## src/sv/rhsv_pkg.sv

```systemverilog
package rhsv_pkg;

	localparam int CH_W     = 8;
	localparam int QUO_W    = 16;
	localparam int HUE_W    = 11;   // holds 6 * delta, at most 1530
	localparam int STEP_PER = 2;    // quotient bits resolved per divider stage
	localparam int DIV_STG  = QUO_W / STEP_PER;

	// One pixel in flight through the dividers. Both quotients are built
	// MSB first by restoring division; the remainders always stay below
	// their divisors.
	typedef struct packed {
		logic [HUE_W-1:0] hue_rem;
		logic [HUE_W-1:0] hue_den;
		logic [QUO_W-1:0] hue_quo;
		logic [CH_W-1:0]  sat_rem;
		logic [QUO_W-1:0] sat_low;
		logic [CH_W-1:0]  sat_den;
		logic [QUO_W-1:0] sat_quo;
		logic [CH_W-1:0]  value;
		logic             grey;
	} rhsv_work_t;

endpackage

```

## src/sv/rhsv_front.sv

```systemverilog
module rhsv_front
	import rhsv_pkg::*;
(
	input  logic            clk,
	input  logic            arst_n,
	input  logic            start,
	output logic            busy,
	input  logic [CH_W-1:0] red,
	input  logic [CH_W-1:0] green,
	input  logic [CH_W-1:0] blue,
	input  logic            q_full,
	output logic            q_push,
	output rhsv_work_t      q_data
);

	logic            vld_s1;
	logic [CH_W-1:0] red_s1;
	logic [CH_W-1:0] green_s1;
	logic [CH_W-1:0] blue_s1;
	logic            accept;

	logic [CH_W-1:0]  mx;
	logic [CH_W-1:0]  mn;
	logic [CH_W-1:0]  delta;
	logic [HUE_W-1:0] six_d;
	logic [HUE_W:0]   num;
	logic [HUE_W:0]   num_fix;

	assign busy   = vld_s1 & q_full;
	assign accept = start & ~busy;
	assign q_push = vld_s1 & ~q_full;

	always_ff @(posedge clk or negedge arst_n) begin
		if (!arst_n) begin
			vld_s1 <= 1'b0;
		end else begin
			vld_s1 <= accept | busy;
		end
	end

	always_ff @(posedge clk) begin
		if (accept) begin
			red_s1   <= red;
			green_s1 <= green;
			blue_s1  <= blue;
		end
	end

	// Sector choice: red wins ties, then green, then blue.
	always_comb begin
		mx = (red_s1 >= green_s1) ? red_s1 : green_s1;
		mx = (mx >= blue_s1) ? mx : blue_s1;
		mn = (red_s1 <= green_s1) ? red_s1 : green_s1;
		mn = (mn <= blue_s1) ? mn : blue_s1;
		delta = mx - mn;
		six_d = {1'b0, delta, 2'b00} + {2'b00, delta, 1'b0};
		if (red_s1 == mx) begin
			num = {4'b0000, green_s1} - {4'b0000, blue_s1};
		end else if (green_s1 == mx) begin
			num = {3'b000, delta, 1'b0} + {4'b0000, blue_s1} - {4'b0000, red_s1};
		end else begin
			num = {2'b00, delta, 2'b00} + {4'b0000, red_s1} - {4'b0000, green_s1};
		end
		num_fix = num[HUE_W] ? (num + {1'b0, six_d}) : num;

		q_data.grey    = (delta == '0);
		q_data.value   = mx;
		q_data.hue_quo = '0;
		q_data.sat_quo = '0;
		if (delta == '0) begin
			q_data.hue_rem = '0;
			q_data.hue_den = HUE_W'(1);
			q_data.sat_rem = '0;
			q_data.sat_low = '0;
			q_data.sat_den = CH_W'(1);
		end else begin
			q_data.hue_rem = num_fix[HUE_W-1:0];
			q_data.hue_den = six_d;
			// delta * 65535 = (delta - 1) * 65536 + (65536 - delta)
			q_data.sat_rem = delta - CH_W'(1);
			q_data.sat_low = QUO_W'(0) - {{(QUO_W-CH_W){1'b0}}, delta};
			q_data.sat_den = mx;
		end
	end

endmodule

```

## src/sv/rhsv_queue.sv

```systemverilog
module rhsv_queue
	import rhsv_pkg::*;
#(
	parameter int DEPTH = 2
) (
	input  logic       clk,
	input  logic       arst_n,
	input  logic       push,
	input  rhsv_work_t push_data,
	output logic       full,
	input  logic       pop,
	output logic       head_valid,
	output rhsv_work_t head_data
);

	localparam int PTR_W = (DEPTH > 1) ? $clog2(DEPTH) : 1;
	localparam int CNT_W = $clog2(DEPTH + 1);

	rhsv_work_t       mem [DEPTH];
	logic [PTR_W-1:0] wr_ptr_q;
	logic [PTR_W-1:0] rd_ptr_q;
	logic [CNT_W-1:0] count_q;
	logic             do_push;
	logic             do_pop;

	assign full       = (count_q == CNT_W'(DEPTH));
	assign head_valid = (count_q != '0);
	assign head_data  = mem[rd_ptr_q];
	assign do_push    = push & ~full;
	assign do_pop     = pop & head_valid;

	always_ff @(posedge clk) begin
		if (do_push) begin
			mem[wr_ptr_q] <= push_data;
		end
	end

	always_ff @(posedge clk or negedge arst_n) begin
		if (!arst_n) begin
			wr_ptr_q <= '0;
			rd_ptr_q <= '0;
			count_q  <= '0;
		end else begin
			if (do_push) begin
				wr_ptr_q <= (wr_ptr_q == PTR_W'(DEPTH - 1)) ? '0 : wr_ptr_q + PTR_W'(1);
			end
			if (do_pop) begin
				rd_ptr_q <= (rd_ptr_q == PTR_W'(DEPTH - 1)) ? '0 : rd_ptr_q + PTR_W'(1);
			end
			if (do_push && !do_pop) begin
				count_q <= count_q + CNT_W'(1);
			end else if (do_pop && !do_push) begin
				count_q <= count_q - CNT_W'(1);
			end
		end
	end

endmodule

```

## src/sv/rhsv_back.sv

```systemverilog
module rhsv_back
	import rhsv_pkg::*;
(
	input  logic             clk,
	input  logic             arst_n,
	input  logic             head_valid,
	input  rhsv_work_t       head_data,
	output logic             pop,
	output logic             done,
	output logic [QUO_W-1:0] hue,
	output logic [QUO_W-1:0] saturation,
	output logic [CH_W-1:0]  value
);

	// One restoring step for each of the two divisions.
	function automatic rhsv_work_t div_step(input rhsv_work_t w);
		rhsv_work_t o;
		logic [HUE_W:0] h2;
		logic [CH_W:0]  s2;
		o  = w;
		h2 = {w.hue_rem, 1'b0};
		if (h2 >= {1'b0, w.hue_den}) begin
			o.hue_rem = HUE_W'(h2 - {1'b0, w.hue_den});
			o.hue_quo = {w.hue_quo[QUO_W-2:0], 1'b1};
		end else begin
			o.hue_rem = h2[HUE_W-1:0];
			o.hue_quo = {w.hue_quo[QUO_W-2:0], 1'b0};
		end
		s2 = {w.sat_rem, w.sat_low[QUO_W-1]};
		o.sat_low = {w.sat_low[QUO_W-2:0], 1'b0};
		if (s2 >= {1'b0, w.sat_den}) begin
			o.sat_rem = CH_W'(s2 - {1'b0, w.sat_den});
			o.sat_quo = {w.sat_quo[QUO_W-2:0], 1'b1};
		end else begin
			o.sat_rem = s2[CH_W-1:0];
			o.sat_quo = {w.sat_quo[QUO_W-2:0], 1'b0};
		end
		return o;
	endfunction

	rhsv_work_t pipe_s2 [DIV_STG+1];
	logic       vld_s2  [DIV_STG+1];
	rhsv_work_t last;

	// The back end never stalls, so the queue head is taken whenever present.
	assign pop = head_valid;

	always_ff @(posedge clk or negedge arst_n) begin
		if (!arst_n) begin
			vld_s2[0] <= 1'b0;
		end else begin
			vld_s2[0] <= head_valid;
		end
	end

	always_ff @(posedge clk) begin
		pipe_s2[0] <= head_data;
	end

	for (genvar g = 0; g < DIV_STG; g++) begin : g_div
		rhsv_work_t nxt;

		always_comb begin
			nxt = pipe_s2[g];
			for (int k = 0; k < STEP_PER; k++) begin
				nxt = div_step(nxt);
			end
		end

		always_ff @(posedge clk or negedge arst_n) begin
			if (!arst_n) begin
				vld_s2[g+1] <= 1'b0;
			end else begin
				vld_s2[g+1] <= vld_s2[g];
			end
		end

		always_ff @(posedge clk) begin
			pipe_s2[g+1] <= nxt;
		end
	end

	assign last = pipe_s2[DIV_STG];

	always_ff @(posedge clk or negedge arst_n) begin
		if (!arst_n) begin
			done <= 1'b0;
		end else begin
			done <= vld_s2[DIV_STG];
		end
	end

	always_ff @(posedge clk) begin
		hue        <= last.grey ? '0 : last.hue_quo;
		saturation <= last.grey ? '0 : last.sat_quo;
		value      <= last.value;
	end

endmodule

```

## src/sv/rgb_to_hsv_unit.sv

```systemverilog
// done follows an accepted beat via the front, queue, divider and done registers.
// Throughput: one pixel per clock; busy stays low in normal use because the
// divider pipeline drains the queue every cycle and the receiver cannot stall.
// Reset: arst_n clears every valid flag and the queue pointers at once; no
// clearing pass is needed, so the unit takes a beat in the first cycle after.
module rgb_to_hsv_unit
	import rhsv_pkg::*;
#(
	parameter int QUEUE_DEPTH = 2
) (
	input  logic             clk,
	input  logic             arst_n,
	input  logic             start,
	output logic             busy,
	input  logic [CH_W-1:0]  red,
	input  logic [CH_W-1:0]  green,
	input  logic [CH_W-1:0]  blue,
	output logic             done,
	output logic [QUO_W-1:0] hue,
	output logic [QUO_W-1:0] saturation,
	output logic [CH_W-1:0]  value
);

	// The front end registers the pixel and classifies it: maximum, minimum,
	// delta, hue sector and the wrapped hue numerator. It hands one prepared
	// work item per beat to a short queue. The back end is a pipeline of
	// restoring dividers that resolves two quotient bits of hue and two of
	// saturation per stage, eight stages in all. The sustained rate of one
	// pixel per clock is set by that pipeline, which retires one item each
	// cycle.

	logic       q_push;
	logic       q_full;
	rhsv_work_t push_data;
	rhsv_work_t head_data;
	logic       head_valid;
	logic       pop;

	rhsv_front u_front (
		.clk    (clk),
		.arst_n (arst_n),
		.start  (start),
		.busy   (busy),
		.red    (red),
		.green  (green),
		.blue   (blue),
		.q_full (q_full),
		.q_push (q_push),
		.q_data (push_data)
	);

	// The queue decouples classification from division so that either side
	// could hold off without losing a beat.
	rhsv_queue #(
		.DEPTH (QUEUE_DEPTH)
	) u_queue (
		.clk        (clk),
		.arst_n     (arst_n),
		.push       (q_push),
		.push_data  (push_data),
		.full       (q_full),
		.pop        (pop),
		.head_valid (head_valid),
		.head_data  (head_data)
	);

	// Grey pixels travel through the dividers with dummy divisors; their hue
	// and saturation are forced to zero on the way out.
	rhsv_back u_back (
		.clk        (clk),
		.arst_n     (arst_n),
		.head_valid (head_valid),
		.head_data  (head_data),
		.pop        (pop),
		.done       (done),
		.hue        (hue),
		.saturation (saturation),
		.value      (value)
	);

endmodule

```

## config.mk

```make
export PLATFORM = sky130hd
export DESIGN_NAME = rgb_to_hsv_unit
export DESIGN_NICKNAME = d
export VERILOG_FILES = /design/src/sv/rhsv_pkg.sv /design/src/sv/rhsv_front.sv /design/src/sv/rhsv_queue.sv /design/src/sv/rhsv_back.sv /design/src/sv/rgb_to_hsv_unit.sv
export SDC_FILE = /design/constraint.sdc
export NUM_CORES = 1
export LEC_CHECK = 0
export BUFFER_PORTS_ARGS = -buffer_cell sky130_fd_sc_hd__buf_2
export CAP_MARGIN = 30
export CORE_MARGIN = 3
export CORE_UTILIZATION = 35
export DETAILED_ROUTE_END_ITERATION = 7
export GPL_TIMING_DRIVEN = 1
export HOLD_SLACK_MARGIN = 0.02
export PLACE_DENSITY = 0.52
export SKIP_CTS_REPAIR_TIMING = 1
export SLEW_MARGIN = 40
export SYNTH_ARGS = -nofsm -noshare
export SYNTH_HDL_FRONTEND = slang
export SYNTH_SLANG_ARGS = --single-unit
```

## constraint.sdc

```tcl
create_clock -name clk -period 8.08 [get_ports clk]
set_clock_uncertainty 0.1 [all_clocks]
set_input_delay 1.616 -clock clk [delete_from_list [all_inputs] [get_ports clk]]
set_output_delay 1.616 -clock clk [all_outputs]
set_load 0.02 [all_outputs]
```

==> flow_summary_export.csv, run 1 <==
group,metric,value,unit
run_status,outcome,"completed",
setup_path,worstSetupPathType,"reg -> reg",
grt,grt_pass1_wl,124000,um
setup_path,crit_top_cell,"ha_4",
route,wl_per_cell,14.5,um
run,cap_violations,0,
clock_tree,cts_made_buffers,82,
synth,synth_top_family_by_area,"adder cells",
synth,postSynthAreaPerCell,10.2,um^2
synth,synth_nets,3997,
clock_tree,cts_root_buf,"clkbuf_16",
sta,setup_slack,207,ps
setup_path,critPathSlowestCell,"fa_2",
synth,synth_compound_area_share,12.5,%
floorplan,die-area,108000,um^2
setup_path,critPathCaptureType,"flip-flop",
sta,max_slew_margin,48.7,%
synth,synth_xor_area_share,4.95,%
synth,synth_warnings,0,
grt,grt_max_degree,54,
finish,design_area,42600,um^2
sta,timing.final.crit_share,97.4,%
floorplan,pin_count,69,
synth,synthFlopType,"dfxtp_1",
synth,synthCells,3552,
finish,nets,4234,
clock_tree,h-tree-depth,3,
route,drt-initial-drc-count,1014,
setup_path,critical_path_required,8460,ps
sta,hold_slack,220,ps
place,routabilityCongestion,0.875,
place,pre_cts_slack,-198,ps
sta,worstMarginPinSlew,770,ps
clock_tree,cts_tree,"yes",
floorplan,die_h,328,um
synth,yosysTopAreaCell,"dfxtp_1",
synth,synthAdderAreaFrac,15.1,%
synth,synth_top_area_share,33.2,%
synth,muxShareOfSynthArea,7.34,%
place,hpwl,57900,um
sta,period_needed,7870,ps
clock_tree,clkTransAtPathRegs,60,ps
route,first_pass_iters,7,
worst_hold_path,hp-class,"reg -> reg",
finish,n_antenna_cell,0,
synth,ys_ff_latch,746,
synth,synth_edf_count,130,
sta,max_freq,0.127,GHz
sta,maxSlewViolCount,0,
grt,overflow,0,
place,dp_cells,5051,
sta,setup_violations,0,
clock_tree,clockBufferDepth,3,
route,ant_nets,0,
place,placed_area,39100,um^2
route,viasPerCell,4.68,
synth,ys_async_sr_fraction,2.01,%
sta,rsz0062_at_grt,"true",
route,drc,0,
sta,hold_violations,0,
floorplan,die_w,328,um
grt,grtUsageTotal,14.2,%
synth,yosysUniqueCellTypes,76,
floorplan,core_area,102000,um^2
grt,grt_pass1_vias,24600,
setup_path,cpPeakStageDelay,590,ps
setup_path,start_kind,"flip-flop",
synth,netlist_area,36300,um^2
clock_tree,clkLatencyLatePin,650,ps
synth,yosys.area_share.simple,10.3,%
clock_tree,cts_sinks,746,
synth,yosysSeqAreaShare,45.0,%
finish,fin_cells,5226,
finish,area_growth,17.5,%
grt,antenna_found_initial,0,
finish,drive_gt1_share,17.5,%
setup_path,arrival,8260,ps
setup_path,crit_fanout,7,
floorplan,initial_core_util,35.5,%
place,numPortBuffers,68,
route,via_count,24500,
route,drt_wl_total,75700,um
floorplan,rows,117,
synth,synthTopCellsByArea,"dfxtp_1 (33%), ha_1 (13%), edfxtp_1 (11%), mux2_2 (6.4%), inv_1 (4.2%)",
[layout by cell type, fill, tap and decap left out, types with 48 or more instances in the layout]
cell	instances
xor2_1	58
buf_4	133
mux2_2	206
nand2_1	181
buf_2	68
nor2b_1	85
nand4_1	57
dfxtp_1	600
xnor2_1	137
o21ai_0	215
clkbuf_16	87
ha_1	376
inv_1	402
edfxtp_1	130
a21o_1	89
a21oi_1	160
a21boi_0	48
nor2_1	216
[final timing paths]
| path | from | endpoint | slack [ps] | depth (start not counted) |
|---|---|---|---|---|
| max in group asynchronous | arst_n | u_queue.rd_ptr_q | 6840 | 1 |
| setup reg to reg | u_front.green_s1[0] | u_queue.mem[1][62] | 210 | 35 |
| setup / recovery | u_front.green_s1[0] | u_queue.mem[1][62] | 210 | 35 |
| hold / removal | u_back.pipe_s2[0][683] | u_back.pipe_s2[0][780] | 220 | 0 |
| min in group asynchronous | arst_n | u_back.vld_s2[2] | 770 | 1 |
| hold reg to reg | u_back.pipe_s2[0][683] | u_back.pipe_s2[0][780] | 220 | 0 |
[cell families (layout without fill, tap and decap cells)]
kind of cell / count (synthesis) / count (layout)
AND/OR/NAND/NOR: 762 / 762
flip-flops: 746 / 746
AO/OA/AOI/OAI: 724 / 724
buffers and inverters: 460 / 766
adder cells (fa/ha/maj): 418 / 418
multiplexers: 239 / 239
XOR/XNOR: 203 / 203
[cells in the mapped netlist, types with 27 or more instances]
cell,instances
nand2_1,181
and2_1,36
edfxtp_1,130
clkbuf_1,47
xnor2_1,143
a21boi_0,51
ha_1,387
nor2_1,221
inv_1,407
a21oi_1,177
xor2_1,59
mux2_2,206
mux2i_1,32
a21o_1,89
nor2b_1,90
nand2b_1,45
dfxtp_1,601
nor3_1,29
nand3_1,33
and3_1,27
o21ai_0,232
nand4_1,57
fa_1,31
[flip-flops by register name (all words and copies together), names as in the netlist]
name               flops
u_back.pipe_s2       561
u_queue.wr_ptr_q       1
u_back.value           8
u_front.blue_s1        8
u_queue.mem          106
u_back.saturation     16
u_front.red_s1         8
u_queue.count_q        2
u_back.hue            16
u_back.vld_s2          9
u_queue.rd_ptr_q       1
u_front.green_s1       8
u_front.vld_s1         1
u_back.done            1
[stage by stage]
stage          setup TNS [ps]  util [%]
2_1_floorplan               0         -
3_3_place_gp                0      38.2
3_5_place_dp             -395      38.2
4_1_cts                  -487      41.1
5_1_grt                  -418      41.7
6_report                    0      41.7
[worst max-delay path: cells and delay by family, from the launching register on]
kind                     cells  cell delay (ps)
AO/OA/AOI/OAI               14             2410
XOR/XNOR                     1              100
adder cells (fa/ha/maj)      8             2190
buffers and inverters        3              210
flip-flops                   1              440
multiplexers                 1              210
AND/OR/NAND/NOR              8             2040
[area by class of cell]
cell class | instances | area [um^2]
clock buffer | 105 | 2360
clock inverter | 48 | 587
fill | 9906 | 59700
inverter | 408 | 1530
multi-input combinational | 2346 | 18700
sequential | 746 | 16300
tap | 1368 | 1710
timing repair buffer | 205 | 1390
[layer usage]
layer,wire length [um],track usage [%],vias up,share of wire (%)
met5,0,0,-,0
li1,-,-,12800,-
met1,36400,18.7,11300,48
met2,34400,23.3,326,45
met3,2810,2.33,117,3.7
met4,2080,5.08,0,2.7
Power of run 1 is left out: the tool's default activity adds up to more than one toggle a clock period on the data nets, which glitch-free logic cannot reach.
==> run 2, diff against run 1 <==
RECOVER_POWER = 50   (was default)
==> run 2 against run 1 <==
Against the previous run: the flow now finishes with violations (max-capacitance violations, max-slew violations); hold slack lost 0.78 ps; first-iteration DRC count shrank 1.7%; critical path depth is the same; register-to-register slack is essentially flat; routed wire length is essentially flat; core utilization is essentially flat; cell area is essentially flat.
==> flow_summary_export.csv, run 2 (synthesis gave the netlist of run 1 again) <==
group,metric,value,unit
run_status,outcome,"finished, violations left",
run_status,violations,"max-capacitance violations, max-slew violations",
setup_path,cp_top_family,"compound AO/OA/AOI/OAI gates",
sta,worstMarginPinSlew,2460,ps
clock_tree,cts_made_buffers,82,
route,drt-initial-drc-count,997,
setup_path,start_kind,"flip-flop",
setup_path,critPathSlowestCell,"fa_2",
sta,maxSlewViolCount,73,
clock_tree,cts_tree,"yes",
finish,area_growth,17.4,%
grt,antenna_found_initial,0,
route,wl_per_cell,14.5,um
finish,biggestRegsByFlops,"u_back.pipe_s2 x561, u_queue.mem x106",
grt,grtUsageTotal,14.2,%
setup_path,crit_fanout,7,
finish,n_antenna_cell,0,
floorplan,die_h,328,um
setup_path,critical_path_buf_inv_count,3,
route,ant_nets,0,
sta,setup_violations,0,
floorplan,die_w,328,um
sta,setup_slack,198,ps
place,routabilityCongestion,0.875,
sta,max_slew_margin,-63.7,%
place,numPortBuffers,68,
floorplan,initial_core_util,35.5,%
finish,largest_register_ffs,561,
route,drt_wl_total,75700,um
route,via_count,24500,
grt,overflow,0,
setup_path,critical_path_required,8460,ps
sta,hold_violations,0,
setup_path,cpPeakStageDelay,590,ps
worst_hold_path,hp-class,"reg -> reg",
clock_tree,clkLatencyLatePin,650,ps
setup_path,r2r_end,"u_queue.mem[1][62]",
clock_tree,clkTransAtPathRegs,60,ps
clock_tree,h-tree-depth,3,
route,viasPerCell,4.68,
run,cap_violations,2,
clock_tree,clockBufferDepth,3,
setup_path,critPathCaptureType,"flip-flop",
sta,timing.final.crit_share,97.5,%
setup_path,ff2ff_path_depth,35,
setup_path,timing.rr.start,"u_front.green_s1[0]",
worst_hold_path,holdPathStages,0,
floorplan,die-area,108000,um^2
grt,grt_pass1_wl,124000,um
finish,final_cell_mix,"dfxtp_1 (601), inv_1 (402), ha_1 (376)",
floorplan,pin_count,69,
setup_path,worstSetupPathType,"reg -> reg",
place,pre_cts_slack,-198,ps
setup_path,startpoint,"u_front.green_s1[0]",
finish,nets,4234,
finish,drive_gt1_share,17.2,%
setup_path,crit_top_cell,"ha_4",
route,drc,0,
sta,max_freq,0.127,GHz
worst_hold_path,hold_path_end,"u_back.pipe_s2[0][780]",
sta,rsz0062_at_grt,"true",
worst_hold_path,hold_start,"u_back.pipe_s2[0][683]",
sta,period_needed,7880,ps
grt,grt_max_degree,54,
finish,layout.cells.most_common,"dfxtp_1",
finish,largest_register,"u_back.pipe_s2",
clock_tree,cts_root_buf,"clkbuf_16",
route,first_pass_iters,5,
clock_tree,cts_sinks,746,
setup_path,arrival,8270,ps
floorplan,core_area,102000,um^2
floorplan,rows,117,
grt,grt_pass1_vias,24600,
setup_path,r2r_slack,200,ps
place,hpwl,57900,um
run 2: cell types whose count changed in the layout (fill, tap and decap cells not counted), sizes merged:
cell	before	now
clkbuf	105	112
buf	205	198
run 2: routing by layer:
layer	wire length, um	track usage (%)	part of all wire, %
met4	2080	5.08	2.8
met1	36500	18.7	48
met5	0	0	0
met3	2790	2.33	3.7
met2	34400	23.3	45
run 2: worst max-delay path by stage:
stage	end	slack (ps)	cells past startpoint
detailed placement	u_queue.mem[1][62]	-200	36
global route	u_queue.mem[1][62]	-210	35
finish	u_queue.mem[1][62]	200	35
CTS	u_queue.mem[1][62]	-240	36
floorplan	u_queue.mem[0][62]	7	37
global placement	u_queue.mem[0][62]	5	37
run 2: area by class of cell:
class                   count  area [um^2]
well taps                1368         1710
inverters                 408         1530
fillers                  9917        59700
repair buffers            205         1370
clock inverters            48          587
flip-flops and latches    746        16300
multi-input cells        2346        18700
clock buffers             105         2360
run 2: per-stage QoR:
stage | setup TNS (ps) | hold WS (ps) | area, um^2 | cells | util [%]
after detailed placement | -395 | 212 | 39100 | 5051 | 38.2
after CTS | -487 | 218 | 42100 | 5204 | 41.1
after floorplan | 0 | 210 | 36400 | 3552 | -
after global routing | -418 | 226 | 42600 | 5226 | 41.6
final | 0 | 219 | 42600 | 5226 | 41.6
after global placement | 0 | 210 | 39100 | 5051 | 38.2
Power of run 2 is left out for the same reason.
==> run 3, diff against run 2 <==
MAX_ROUTING_LAYER = met4   (was default)
==> run 3 against run 2 <==
Against the previous run: the run still ends with max-capacitance violations, max-slew violations left; global-route usage rose by 0.36 points; via count fell by 0.11%; core utilization is 0.15 points higher; die area did not move; cell area increased by 0.35%; non-clock buffer count up 1; worst setup slack better by 57 ps; critical path type unchanged; highest routed layer unchanged.
==> flow_summary_export.csv, run 3 (synthesis gave the netlist of run 1 again) <==
group,metric,value,unit
run_status,outcome,"finished, violations left",
run_status,violations,"max-capacitance violations, max-slew violations",
floorplan,pin_count,69,
finish,final_cell_mix,"dfxtp_1 (601), inv_1 (404), ha_1 (373)",
clock_tree,clkTransAtPathRegs,70,ps
grt,grt_pass1_wl,124000,um
route,drt-initial-drc-count,1134,
setup_path,start_kind,"flip-flop",
place,pre_cts_slack,-259,ps
clock_tree,h-tree-depth,3,
sta,hold_slack,215,ps
sta,worstMarginPinSlew,3310,ps
sta,max_slew_margin,-120,%
grt,grt_max_degree,54,
sta,timing.final.crit_share,96.8,%
floorplan,die_w,328,um
finish,area_growth,17.8,%
floorplan,die-area,108000,um^2
clock_tree,clkLatencyLatePin,650,ps
clock_tree,cts_root_buf,"clkbuf_16",
sta,maxSlewViolCount,140,
finish,layout.cells.most_common,"dfxtp_1",
setup_path,critical_path_required,8460,ps
floorplan,rows,117,
finish,fin_cells,5228,
finish,largest_register_ffs,561,
grt,grtUsageTotal,14.5,%
route,ant_nets,0,
setup_path,critPathCaptureType,"flip-flop",
floorplan,initial_core_util,35.5,%
worst_hold_path,hp-class,"reg -> reg",
route,drc,0,
clock_tree,cts_tree,"yes",
setup_path,worstSetupPathType,"reg -> reg",
finish,largest_register,"u_back.pipe_s2",
floorplan,die_h,328,um
setup_path,cpPeakStageDelay,580,ps
route,via_count,24400,
clock_tree,clockBufferDepth,3,
grt,grt_pass1_vias,24500,
place,routabilityCongestion,0.891,
grt,antenna_found_initial,0,
finish,n_antenna_cell,0,
sta,period_needed,7820,ps
sta,setup_slack,255,ps
route,viasPerCell,4.67,
sta,hold_violations,0,
setup_path,arrival,8200,ps
route,drt_wl_total,75900,um
route,first_pass_iters,5,
setup_path,critPathSlowestCell,"fa_2",
place,numPortBuffers,68,
floorplan,core_area,102000,um^2
setup_path,crit_fanout,6,
clock_tree,cts_made_buffers,84,
finish,nets,4237,
run,cap_violations,3,
sta,max_freq,0.128,GHz
finish,biggestRegsByFlops,"u_back.pipe_s2 x561, u_queue.mem x106",
place,hpwl,57800,um
sta,setup_violations,0,
grt,overflow,0,
clock_tree,cts_sinks,746,
finish,drive_gt1_share,17.4,%
route,wl_per_cell,14.5,um
place,dp_cells,5053,
finish,final_util,41.8,%
-- run 3: cell types whose count changed in the layout (fill, tap and decap cells not counted), sizes merged --
cell | previous run | this run
bufinv | 9 | 7
buf | 198 | 199
clkinv | 28 | 26
clkbuf | 112 | 117
inv | 415 | 416
clkinvlp | 4 | 3
-- run 3: path summary, 6_finish.rpt --
check	slack [ps]	end	start	cells after the start
max in group asynchronous	6430	u_back.done	arst_n	1
max	260	u_queue.mem[0][62]	u_front.green_s1[1]	35
min reg2reg	220	u_back.pipe_s2[0][683]	u_back.pipe_s2[0][586]	0
max reg2reg	260	u_queue.mem[0][62]	u_front.green_s1[1]	35
min	220	u_back.pipe_s2[0][683]	u_back.pipe_s2[0][586]	0
min in group asynchronous	930	u_queue.wr_ptr_q	arst_n	1
-- run 3: cell type report --
| cell class | count | area (um^2) |
|---|---|---|
| well taps | 1368 | 1710 |
| multi-input cells | 2346 | 18800 |
| flip-flops and latches | 746 | 16300 |
| clock inverters | 44 | 566 |
| repair buffers | 206 | 1390 |
| fillers | 9936 | 59600 |
| inverters | 408 | 1530 |
| clock buffers | 110 | 2390 |
-- run 3: per-stage QoR --
stage / cell area [um^2] / setup TNS [ps]
detailed placement: 39100 / -518
global route: 42700 / -220
global placement: 39100 / -111
finish: 42700 / 0
floorplan: 36400 / 0
CTS: 42100 / -689
-- run 3: worst max-delay path, delay by kind of cell (launching register included) --
kind | cells | cell delay [ps]
compound gates | 14 | 2410
fa+ha+maj | 7 | 2010
simple gates | 8 | 1970
flops | 1 | 450
buf+inv | 4 | 380
mux | 1 | 220
xor+xnor | 1 | 90
-- run 3: layer usage --
layer / up-vias / global-route usage, % / share of wire (%) / wire length, um
met5: - / - / 0 / 0
met4: 0 / 4.50 / 2.3 / 1770
met3: 127 / 2.14 / 3.8 / 2910
met2: 328 / 23.7 / 46 / 34700
met1: 11200 / 18.6 / 48 / 36500
li1: 12800 / - / - / -
Power of run 3 is left out for the same reason.
